$ cat src/hdl/gbe_pkg.sv
// gap buffer engine package: command codes, status codes and register map
// depends on nothing; imported by the gap buffer engine top level
package gbe_pkg;

    // command codes
    localparam logic [2:0] CMD_INSERT   = 3'd0;
    localparam logic [2:0] CMD_DELETE   = 3'd1;
    localparam logic [2:0] CMD_LEFT     = 3'd2;
    localparam logic [2:0] CMD_RIGHT    = 3'd3;
    localparam logic [2:0] CMD_MOVE_BY  = 3'd4;
    localparam logic [2:0] CMD_MOVE_TO  = 3'd5;

    // status codes
    localparam logic STATUS_DONE    = 1'b0;
    localparam logic STATUS_REFUSED = 1'b1;

    // register map: word index taken from paddr[2]
    localparam int CFG_ADDR_W = 3;
    localparam logic REG_FIRST_ELEMENT = 1'b0;

    // fixed field widths
    localparam int CMD_W    = 3;
    localparam int FIELD_W  = 8;
    localparam int AMOUNT_W = 9;

    typedef logic [FIELD_W-1:0] field_t;

endpackage

$ cat src/hdl/gbe_ram.sv
// generic single write port, single read port ram with registered read data
// no dependencies; used for the element store of the gap buffer engine
module gbe_ram #(
    parameter int WIDTH = 8,
    parameter int DEPTH = 256
) (
    input  logic                     clk,
    input  logic                     we,
    input  logic [$clog2(DEPTH)-1:0] waddr,
    input  logic [WIDTH-1:0]         wdata,
    input  logic [$clog2(DEPTH)-1:0] raddr,
    output logic [WIDTH-1:0]         rdata
);

    logic [WIDTH-1:0] mem [DEPTH];

    // write port
    always_ff @(posedge clk)
    begin
        if (we)
        begin
            mem[waddr] <= wdata;
        end
    end

    // registered read port
    always_ff @(posedge clk)
    begin
        rdata <= mem[raddr];
    end

endmodule

$ cat src/hdl/gap_buffer_engine.sv
// gap buffer engine top level: command sequencer, gap pointers and apb register
// depends on gbe_pkg and gbe_ram (element store)
//
// A fixed-size gap buffer of CAPACITY slots (up to CAPACITY - 1 elements) with
// the cursor just before the gap; slot zero always reads as the first_element
// register. Each command word yields one response word. The element store is a
// single ram with one write and one registered read port, and a small sequencer
// drives it. Insert, delete and refused commands pass the decode, read-cursor and
// response states; steps and moves add a ram read state and a ram write state
// for each position moved, the moves after a clamp state. The command side is
// stalled throughout; a finished response sits in an output register so the next
// command can be taken while it waits. There is no clearing pass after reset:
// slots are only read after they are written.
module gap_buffer_engine
    import gbe_pkg::*;
#(
    parameter int CAPACITY      = 256,
    parameter int ELEMENT_WIDTH = 8
) (
    input  logic                  clk,
    input  logic                  rst_n,
    // command channel
    input  logic                  cmd_valid,
    output logic                  cmd_stall,
    input  logic [CMD_W-1:0]      command,
    input  logic [FIELD_W-1:0]    data_value,
    input  logic signed [AMOUNT_W-1:0] move_amount,
    input  logic [FIELD_W-1:0]    target_index,
    // response channel
    output logic                  rsp_valid,
    input  logic                  rsp_stall,
    output logic                  status,
    output logic [FIELD_W-1:0]    cursor_index,
    output logic [FIELD_W-1:0]    content_length,
    output logic [FIELD_W-1:0]    cursor_value,
    // configuration port
    input  logic                  psel,
    input  logic                  penable,
    input  logic                  pwrite,
    input  logic [CFG_ADDR_W-1:0] paddr,
    input  logic [31:0]           pwdata,
    output logic [31:0]           prdata,
    output logic                  pready
);

    localparam int AW = $clog2(CAPACITY);
    localparam int SW = ((AW > AMOUNT_W) ? AW : AMOUNT_W) + 1;
    localparam logic [AW-1:0] LAST_SLOT = AW'(CAPACITY - 1);
    localparam logic [AW-1:0] ONE       = AW'(1);

    // sequencer states
    localparam logic [2:0] S_IDLE     = 3'd0;
    localparam logic [2:0] S_DECODE   = 3'd1;
    localparam logic [2:0] S_CLAMP    = 3'd2;
    localparam logic [2:0] S_STEP_RD  = 3'd3;
    localparam logic [2:0] S_STEP_WR  = 3'd4;
    localparam logic [2:0] S_READ_CUR = 3'd5;
    localparam logic [2:0] S_RESP     = 3'd6;

    logic [2:0]               state_reg, state_next;
    logic [AW-1:0]            gap_first_reg, gap_first_next;
    logic [AW-1:0]            gap_last_reg, gap_last_next;
    logic [AW-1:0]            moves_remaining_reg, moves_remaining_next;
    logic                     dir_left_reg, dir_left_next;
    logic                     status_reg, status_next;
    logic signed [SW-1:0]     delta_reg, delta_next;
    logic [CMD_W-1:0]         command_reg;
    logic [FIELD_W-1:0]       data_reg;
    logic signed [AMOUNT_W-1:0] amount_reg;
    logic [FIELD_W-1:0]       target_reg;
    logic [FIELD_W-1:0]       first_element_reg;

    logic                     rsp_valid_reg, rsp_valid_next;
    logic                     rsp_status_reg;
    logic [FIELD_W-1:0]       rsp_cursor_reg;
    logic [FIELD_W-1:0]       rsp_length_reg;
    logic [FIELD_W-1:0]       rsp_value_reg;

    logic                     ram_we;
    logic [AW-1:0]            ram_waddr;
    logic [ELEMENT_WIDTH-1:0] ram_wdata;
    logic [AW-1:0]            ram_raddr;
    logic [ELEMENT_WIDTH-1:0] ram_rdata;

    logic                     cmd_accept;
    logic                     rsp_load;
    logic                     cfg_write;
    logic [AW-1:0]            cursor;
    logic [AW-1:0]            length;
    logic [AW-1:0]            avail;
    logic [SW-1:0]            magnitude;
    logic [SW-1:0]            target_clamped;

    // element store
    gbe_ram #(
        .WIDTH (ELEMENT_WIDTH),
        .DEPTH (CAPACITY)
    ) u_store (
        .clk   (clk),
        .we    (ram_we),
        .waddr (ram_waddr),
        .wdata (ram_wdata),
        .raddr (ram_raddr),
        .rdata (ram_rdata)
    );

    // handshakes
    assign cmd_stall  = (state_reg != S_IDLE);
    assign cmd_accept = cmd_valid && !cmd_stall;
    assign rsp_load   = (state_reg == S_RESP) && (!rsp_valid_reg || !rsp_stall);

    // cursor and length from the gap pointers
    assign cursor = gap_first_reg - ONE;
    assign length = gap_first_reg + LAST_SLOT - gap_last_reg;

    // clamp helpers for the move commands
    assign target_clamped = (SW'(target_reg) > SW'(length)) ? SW'(length) : SW'(target_reg);
    assign magnitude = delta_reg[SW-1] ? SW'(-delta_reg) : SW'(delta_reg);
    assign avail     = delta_reg[SW-1] ? cursor : (LAST_SLOT - gap_last_reg);

    // sequencer
    always_comb
    begin
        state_next           = state_reg;
        gap_first_next       = gap_first_reg;
        gap_last_next        = gap_last_reg;
        moves_remaining_next = moves_remaining_reg;
        dir_left_next        = dir_left_reg;
        status_next          = status_reg;
        delta_next           = delta_reg;
        ram_we               = 1'b0;
        ram_waddr            = gap_first_reg;
        ram_wdata            = ELEMENT_WIDTH'(data_reg);
        ram_raddr            = cursor;
        rsp_valid_next       = rsp_valid_reg && rsp_stall;

        case (state_reg)
            S_IDLE:
            begin
                if (cmd_accept)
                begin
                    status_next = STATUS_DONE;
                    state_next  = S_DECODE;
                end
            end
            S_DECODE:
            begin
                state_next = S_READ_CUR;
                case (command_reg)
                    CMD_INSERT:
                    begin
                        if (gap_first_reg == gap_last_reg)
                        begin
                            status_next = STATUS_REFUSED;
                        end
                        else
                        begin
                            ram_we         = 1'b1;
                            gap_first_next = gap_first_reg + ONE;
                        end
                    end
                    CMD_DELETE:
                    begin
                        if (gap_first_reg == ONE)
                        begin
                            status_next = STATUS_REFUSED;
                        end
                        else
                        begin
                            gap_first_next = cursor;
                        end
                    end
                    CMD_LEFT:
                    begin
                        if (gap_first_reg == ONE)
                        begin
                            status_next = STATUS_REFUSED;
                        end
                        else
                        begin
                            moves_remaining_next = ONE;
                            dir_left_next        = 1'b1;
                            state_next           = S_STEP_RD;
                        end
                    end
                    CMD_RIGHT:
                    begin
                        if (gap_last_reg == LAST_SLOT)
                        begin
                            status_next = STATUS_REFUSED;
                        end
                        else
                        begin
                            moves_remaining_next = ONE;
                            dir_left_next        = 1'b0;
                            state_next           = S_STEP_RD;
                        end
                    end
                    CMD_MOVE_BY:
                    begin
                        delta_next = SW'(amount_reg);
                        state_next = S_CLAMP;
                    end
                    CMD_MOVE_TO:
                    begin
                        delta_next = signed'(target_clamped - SW'(cursor));
                        state_next = S_CLAMP;
                    end
                    default:
                    begin
                        status_next = STATUS_REFUSED;
                    end
                endcase
            end
            S_CLAMP:
            begin
                // limit the move to the elements available on that side
                dir_left_next = delta_reg[SW-1];
                if (magnitude > SW'(avail))
                begin
                    moves_remaining_next = avail;
                end
                else
                begin
                    moves_remaining_next = AW'(magnitude);
                end
                if ((magnitude == '0) || (avail == '0))
                begin
                    state_next = S_READ_CUR;
                end
                else
                begin
                    state_next = S_STEP_RD;
                end
            end
            S_STEP_RD:
            begin
                // fetch the element that crosses the gap
                ram_raddr  = dir_left_reg ? cursor : (gap_last_reg + ONE);
                state_next = S_STEP_WR;
            end
            S_STEP_WR:
            begin
                ram_we    = 1'b1;
                ram_wdata = ram_rdata;
                if (dir_left_reg)
                begin
                    ram_waddr      = gap_last_reg;
                    gap_first_next = gap_first_reg - ONE;
                    gap_last_next  = gap_last_reg - ONE;
                end
                else
                begin
                    ram_waddr      = gap_first_reg;
                    gap_first_next = gap_first_reg + ONE;
                    gap_last_next  = gap_last_reg + ONE;
                end
                moves_remaining_next = moves_remaining_reg - ONE;
                if (moves_remaining_reg == ONE)
                begin
                    state_next = S_READ_CUR;
                end
                else
                begin
                    state_next = S_STEP_RD;
                end
            end
            S_READ_CUR:
            begin
                ram_raddr  = cursor;
                state_next = S_RESP;
            end
            S_RESP:
            begin
                if (rsp_load)
                begin
                    rsp_valid_next = 1'b1;
                    state_next     = S_IDLE;
                end
            end
            default:
            begin
                state_next = S_IDLE;
            end
        endcase
    end

    // control registers
    always_ff @(posedge clk or negedge rst_n)
    begin
        if (!rst_n)
        begin
            state_reg           <= S_IDLE;
            gap_first_reg       <= ONE;
            gap_last_reg        <= LAST_SLOT;
            moves_remaining_reg <= '0;
            dir_left_reg        <= 1'b0;
            status_reg          <= STATUS_DONE;
            delta_reg           <= '0;
            rsp_valid_reg       <= 1'b0;
            first_element_reg   <= '0;
        end
        else
        begin
            state_reg           <= state_next;
            gap_first_reg       <= gap_first_next;
            gap_last_reg        <= gap_last_next;
            moves_remaining_reg <= moves_remaining_next;
            dir_left_reg        <= dir_left_next;
            status_reg          <= status_next;
            delta_reg           <= delta_next;
            rsp_valid_reg       <= rsp_valid_next;
            if (cfg_write)
            begin
                first_element_reg <= pwdata[FIELD_W-1:0];
            end
        end
    end

    // command word capture
    always_ff @(posedge clk)
    begin
        if (cmd_accept)
        begin
            command_reg <= command;
            data_reg    <= data_value;
            amount_reg  <= move_amount;
            target_reg  <= target_index;
        end
    end

    // response word register
    always_ff @(posedge clk)
    begin
        if (rsp_load)
        begin
            rsp_status_reg <= status_reg;
            rsp_cursor_reg <= FIELD_W'(cursor);
            rsp_length_reg <= FIELD_W'(length);
            rsp_value_reg  <= (gap_first_reg == ONE) ? first_element_reg
                                                     : FIELD_W'(ram_rdata);
        end
    end

    assign rsp_valid      = rsp_valid_reg;
    assign status         = rsp_status_reg;
    assign cursor_index   = rsp_cursor_reg;
    assign content_length = rsp_length_reg;
    assign cursor_value   = rsp_value_reg;

    // apb register port
    assign pready    = 1'b1;
    assign cfg_write = psel && penable && pwrite && (paddr[2] == REG_FIRST_ELEMENT);
    assign prdata    = (paddr[2] == REG_FIRST_ELEMENT) ? {24'd0, first_element_reg} : 32'd0;

    // gap never closes past its last slot
    a_gap_order: assert property (@(posedge clk) disable iff (!rst_n)
        gap_first_reg <= gap_last_reg)
        else $error("gap pointers crossed");

    // slot zero stays with the sentinel
    a_sentinel_kept: assert property (@(posedge clk) disable iff (!rst_n)
        gap_first_reg != '0)
        else $error("cursor moved past the sentinel");

    // element transfers only run with moves left to do
    a_moves_left: assert property (@(posedge clk) disable iff (!rst_n)
        (state_reg == S_STEP_RD || state_reg == S_STEP_WR) |-> moves_remaining_reg != '0)
        else $error("element transfer with no moves remaining");

    // a response only appears from the response state
    a_rsp_source: assert property (@(posedge clk) disable iff (!rst_n)
        $rose(rsp_valid_reg) |-> $past(state_reg) == S_RESP)
        else $error("response raised outside the response state");

endmodule
$ cat config.mk
export PLATFORM = sky130hd
export DESIGN_NAME = gap_buffer_engine
export DESIGN_NICKNAME = d
export VERILOG_FILES = /design/src/hdl/gbe_pkg.sv /design/src/hdl/gbe_ram.sv /design/src/hdl/gap_buffer_engine.sv
export SDC_FILE = /design/constraint.sdc
export NUM_CORES = 2
export LEC_CHECK = 0
export ABC_AREA = 1
export BUFFER_PORTS_ARGS = -buffer_cell sky130_fd_sc_hd__buf_2
export CAP_MARGIN = 20
export CORE_MARGIN = 2
export CORE_UTILIZATION = 35
export CTS_CLUSTER_DIAMETER = 100
export DETAILED_ROUTE_END_ITERATION = 6
export PLACE_DENSITY = 0.52
export SLEW_MARGIN = 30
export SYNTH_ARGS = -nofsm -noshare
export SYNTH_HDL_FRONTEND = slang
export SYNTH_HIERARCHICAL = 1
export SYNTH_SLANG_ARGS = --single-unit
$ cat constraint.sdc
create_clock -name clk -period 5.21 [get_ports clk]
set_clock_uncertainty 0.15 [all_clocks]
set_input_delay 0.7815 -clock clk [delete_from_list [all_inputs] [get_ports clk]]
set_output_delay 0.7815 -clock clk [all_outputs]
set_load 0.05 [all_outputs]
==> reports/results.txt <==
The flow ran to the end, and the final reports show no timing, DRC or antenna violations. The largest incremental delay on the critical path is 590 ps, and the via density per instance is 5.21. In the synthesized netlist the dominant register cell turns out to be edfxtp_1. The die width is 511 um, and the instance count of the mapped netlist is 7833. For this design, the slowest cell found on the critical path is dfstp_2. The clock latency on the worst-skew pair was 880 ps.

The library cell appearing most often on the critical path was nand2_1. Total count of hold-check failures in the final report: 0. For the area of the mapped netlist, the log shows 90100 um2. The run gives 7939 as the total number of nets in the final design.

The clock tree synthesis step divided the H-tree into 4 levels. After floorplanning, the core was divided into 186 placement rows. Average footprint of a synthesized cell: 11.5 um2. TritonCTS built the clock tree. The number of register bits inferred by synthesis was 2156. The first global-routing pass estimated 382 mm of wire.

The run gives 0.860 as the weighted congestion reported at the end of routability-driven placement. In the synthesized netlist, the cells that appear most often are 2298 x nand2_1, 2101 x edfxtp_1, 2068 x nand3_1, 356 x nor2_1, 276 x buf_2. Of the synthesized area, sequential elements account for 71.5%. Along the worst hold path, the cell count comes to 3. Along the worst path, the maximum fanout reaches 9. The register with the most flip-flops in the layout has 2048 of them. The synthesized design spends more area on one cell type than any other, namely edfxtp_1. Yosys mapped the design onto 51 distinct sky130hd cell types. Fill cells in the final layout number 24400.

The region available for standard cell placement spans 256000 um2. In the final routed layout, each cell accounts on average for 22.8 um. The detail route stage leaves a number of antenna-violating nets equal to 0. The routed design has 260 mm of wire. At the worst endpoint, the arrival time is 5380 ps. The launching element type of the critical path is a register. Adding up every negative setup slack in the final design gives 0 ps. The run gives 156 as the maximum number of pins on one net before global-route repair. The area share of the leading cell type in the synthesized netlist was 70.0%. By area the synthesized netlist is led by edfxtp_1 70%, nand3_1 11%, nand2_1 9.6%. Counting I/O delays and the setup requirement, the final critical path takes 4810 ps.

For this run the aggregate overflow at the end of global routing stands at 0. Of all flip-flops after synthesis, the portion carrying an async set or reset was 2.18%. The vertical extent of the die works out to 511 um.

For the post-DP HPWL, the log shows 151 mm. TritonCTS created 219 clock buffers. The final critical path takes up 92.4% of the cycle. Max-cap violations in this run came to 0. The number of synthesized flops with an enable pin is 2101, and the TritonCTS sink count is 2156. The number of logic stages on the critical path including buffering works out to 30. The class of the most critical setup path was register to register. For this run, the total global-route usage over all layers was measured as 19.4%. The count of buffers added on input and output ports is 78. Path type of the worst min-delay path: input pin to register. The tools report the endpoint type of the worst setup path as a register. Across the whole layout, storage elements account for 64400 um2. The clock transition at the register clock pins on the worst setup and hold paths after CTS works out to 60 ps.

The die covers 261000 um2. For the pin with the worst max-slew slack, the measured transition is 1010 ps. The total area of multi-input combinational cells is 22600 um2.

The Yosys step of the flow raised 6 warnings. The tools report the via count of the first global-routing pass as 56700. The final max-slew violation count was 0; the detailed-route DRC error count was 0. Setup violations remaining at the end of the flow were counted as 0. The fraction of final layout cells with drive strength greater than 1 is 7.95%, and the DRC violation total after the first TritonRoute iteration is 6370. For the worst flop-to-flop path, the logic depth is 30. The combined buffer and inverter count along the critical path was 5. The logs give 32.7% for the relative slew slack and 5 for the initial antenna violation count. Relative to the synthesized area, the layout overhead comes to 12.9%. The first-pass detailed-route iteration total was 6. The most frequent cell after synthesis is nand2_1.

The routed layout has 59500 vias. Dominant delay contributor by cell family on the critical path: simple AND/OR/NAND/NOR gates. For this run, the top clock speed supported by timing is 0.208 GHz. In this run the count of I/O pins placed on the die edge is 130.

The tools report the root buffer cell as clkbuf_16. STA puts the critical path data required time at 5770 ps. The tools report the initial cell density of the core as 35.1%.

The tools report the number of buffers on the longest clock path as 3. Setup repair after global routing left no endpoint under its margin.
## metrics by stage
step	cell area [um2]	cells	setup WS (ps)	hold WS, ps	util [%]
floorplan	90200	7856	78.6	275	-
global placement	94200	11000	277	288	36.7
detailed placement	94300	11000	427	285	36.8
CTS	102000	11400	407	2.50	39.7
global route	102000	11400	36.1	60.2	39.7
finish	102000	11400	397	65.2	39.7
## per-layer routing
| metal | track usage [%] | vias to the layer above | routed length [um] |
|---|---|---|---|
| met1 | 27.6 | 29600 | 116000 |
| met3 | 2.69 | 348 | 15900 |
| met2 | 31.1 | 1921 | 122000 |
| met5 | 0 | - | 0 |
| li1 | - | 27600 | - |
| met4 | 5.23 | 0 | 6540 |
## cell type report
class | count | share of cell area [%]
Antenna cell | 2 | 0.00492
Clock buffer | 269 | 5.64
Clock inverter | 143 | 1.31
Inverter | 151 | 0.590
Multi-Input combinational cell | 5022 | 22.3
Sequential cell | 2156 | 63.4
Tap cell | 3384 | 4.16
Timing Repair Buffer | 280 | 2.69
## worst paths after layout
path                                 startpoint                    to  slack, ps
min in group asynchronous                 rst_n          delta_reg[4]        410
max in group asynchronous                 rst_n  first_element_reg[7]       3950
worst max-delay path            gap_last_reg[3]          delta_reg[6]        400
worst min register to register       status_reg                status        300
worst min-delay path                  pwdata[6]  first_element_reg[6]         70
worst max register to register  gap_last_reg[3]          delta_reg[6]        400
## kinds of logic (layout without fill, tap and decap cells)
logic type,count (synthesis),after routing,share of synthesized area [%]
and+or+nand+nor,4776,4776,23.0
xor gates and xnor gates,25,25,0.251
buffers and inverters,678,843,3.67
other,2,27,0.00834
DFF,2156,2156,71.5
AOI/OAI and AO/OA,157,157,0.989
adders and majority gates,39,39,0.558
## timing repair
item,4_1_cts,5_1_grt
gates resized for setup,0,0
buffers inserted,0,0
endpoints found under the hold margin,73,0
hold buffers,36,0
## layout by cell type (no fill, tap or decap), types with 36 or more instances in the layout
cell type	Yosys	layout
dfrtp_1	38	38
nand2_1	2298	2283
nand3_1	2068	2068
clkbuf_1	120	47
buf_4	71	106
buf_2	276	78
clkinv_1	2	61
ha_1	37	37
inv_1	133	131
edfxtp_1	2101	2101
buf_12	0	59
o21ai_0	61	60
dlygate4sd3_1	0	36
clkbuf_16	0	222
nor2_1	356	348
clkinv_2	0	42
a21oi_1	40	40
## worst register-to-register path, delay by kind of cell, from the launching register on
family,cells,cell delay [ps]
and+or+nand+nor,15,1440
adders and majority gates,4,1180
DFF,1,590
AOI/OAI and AO/OA,4,530
buffers and inverters,5,420
xor gates and xnor gates,2,350
Power is left out: the tool's default activity adds up to more than one toggle a clock period on the data nets, which glitch-free logic cannot reach.
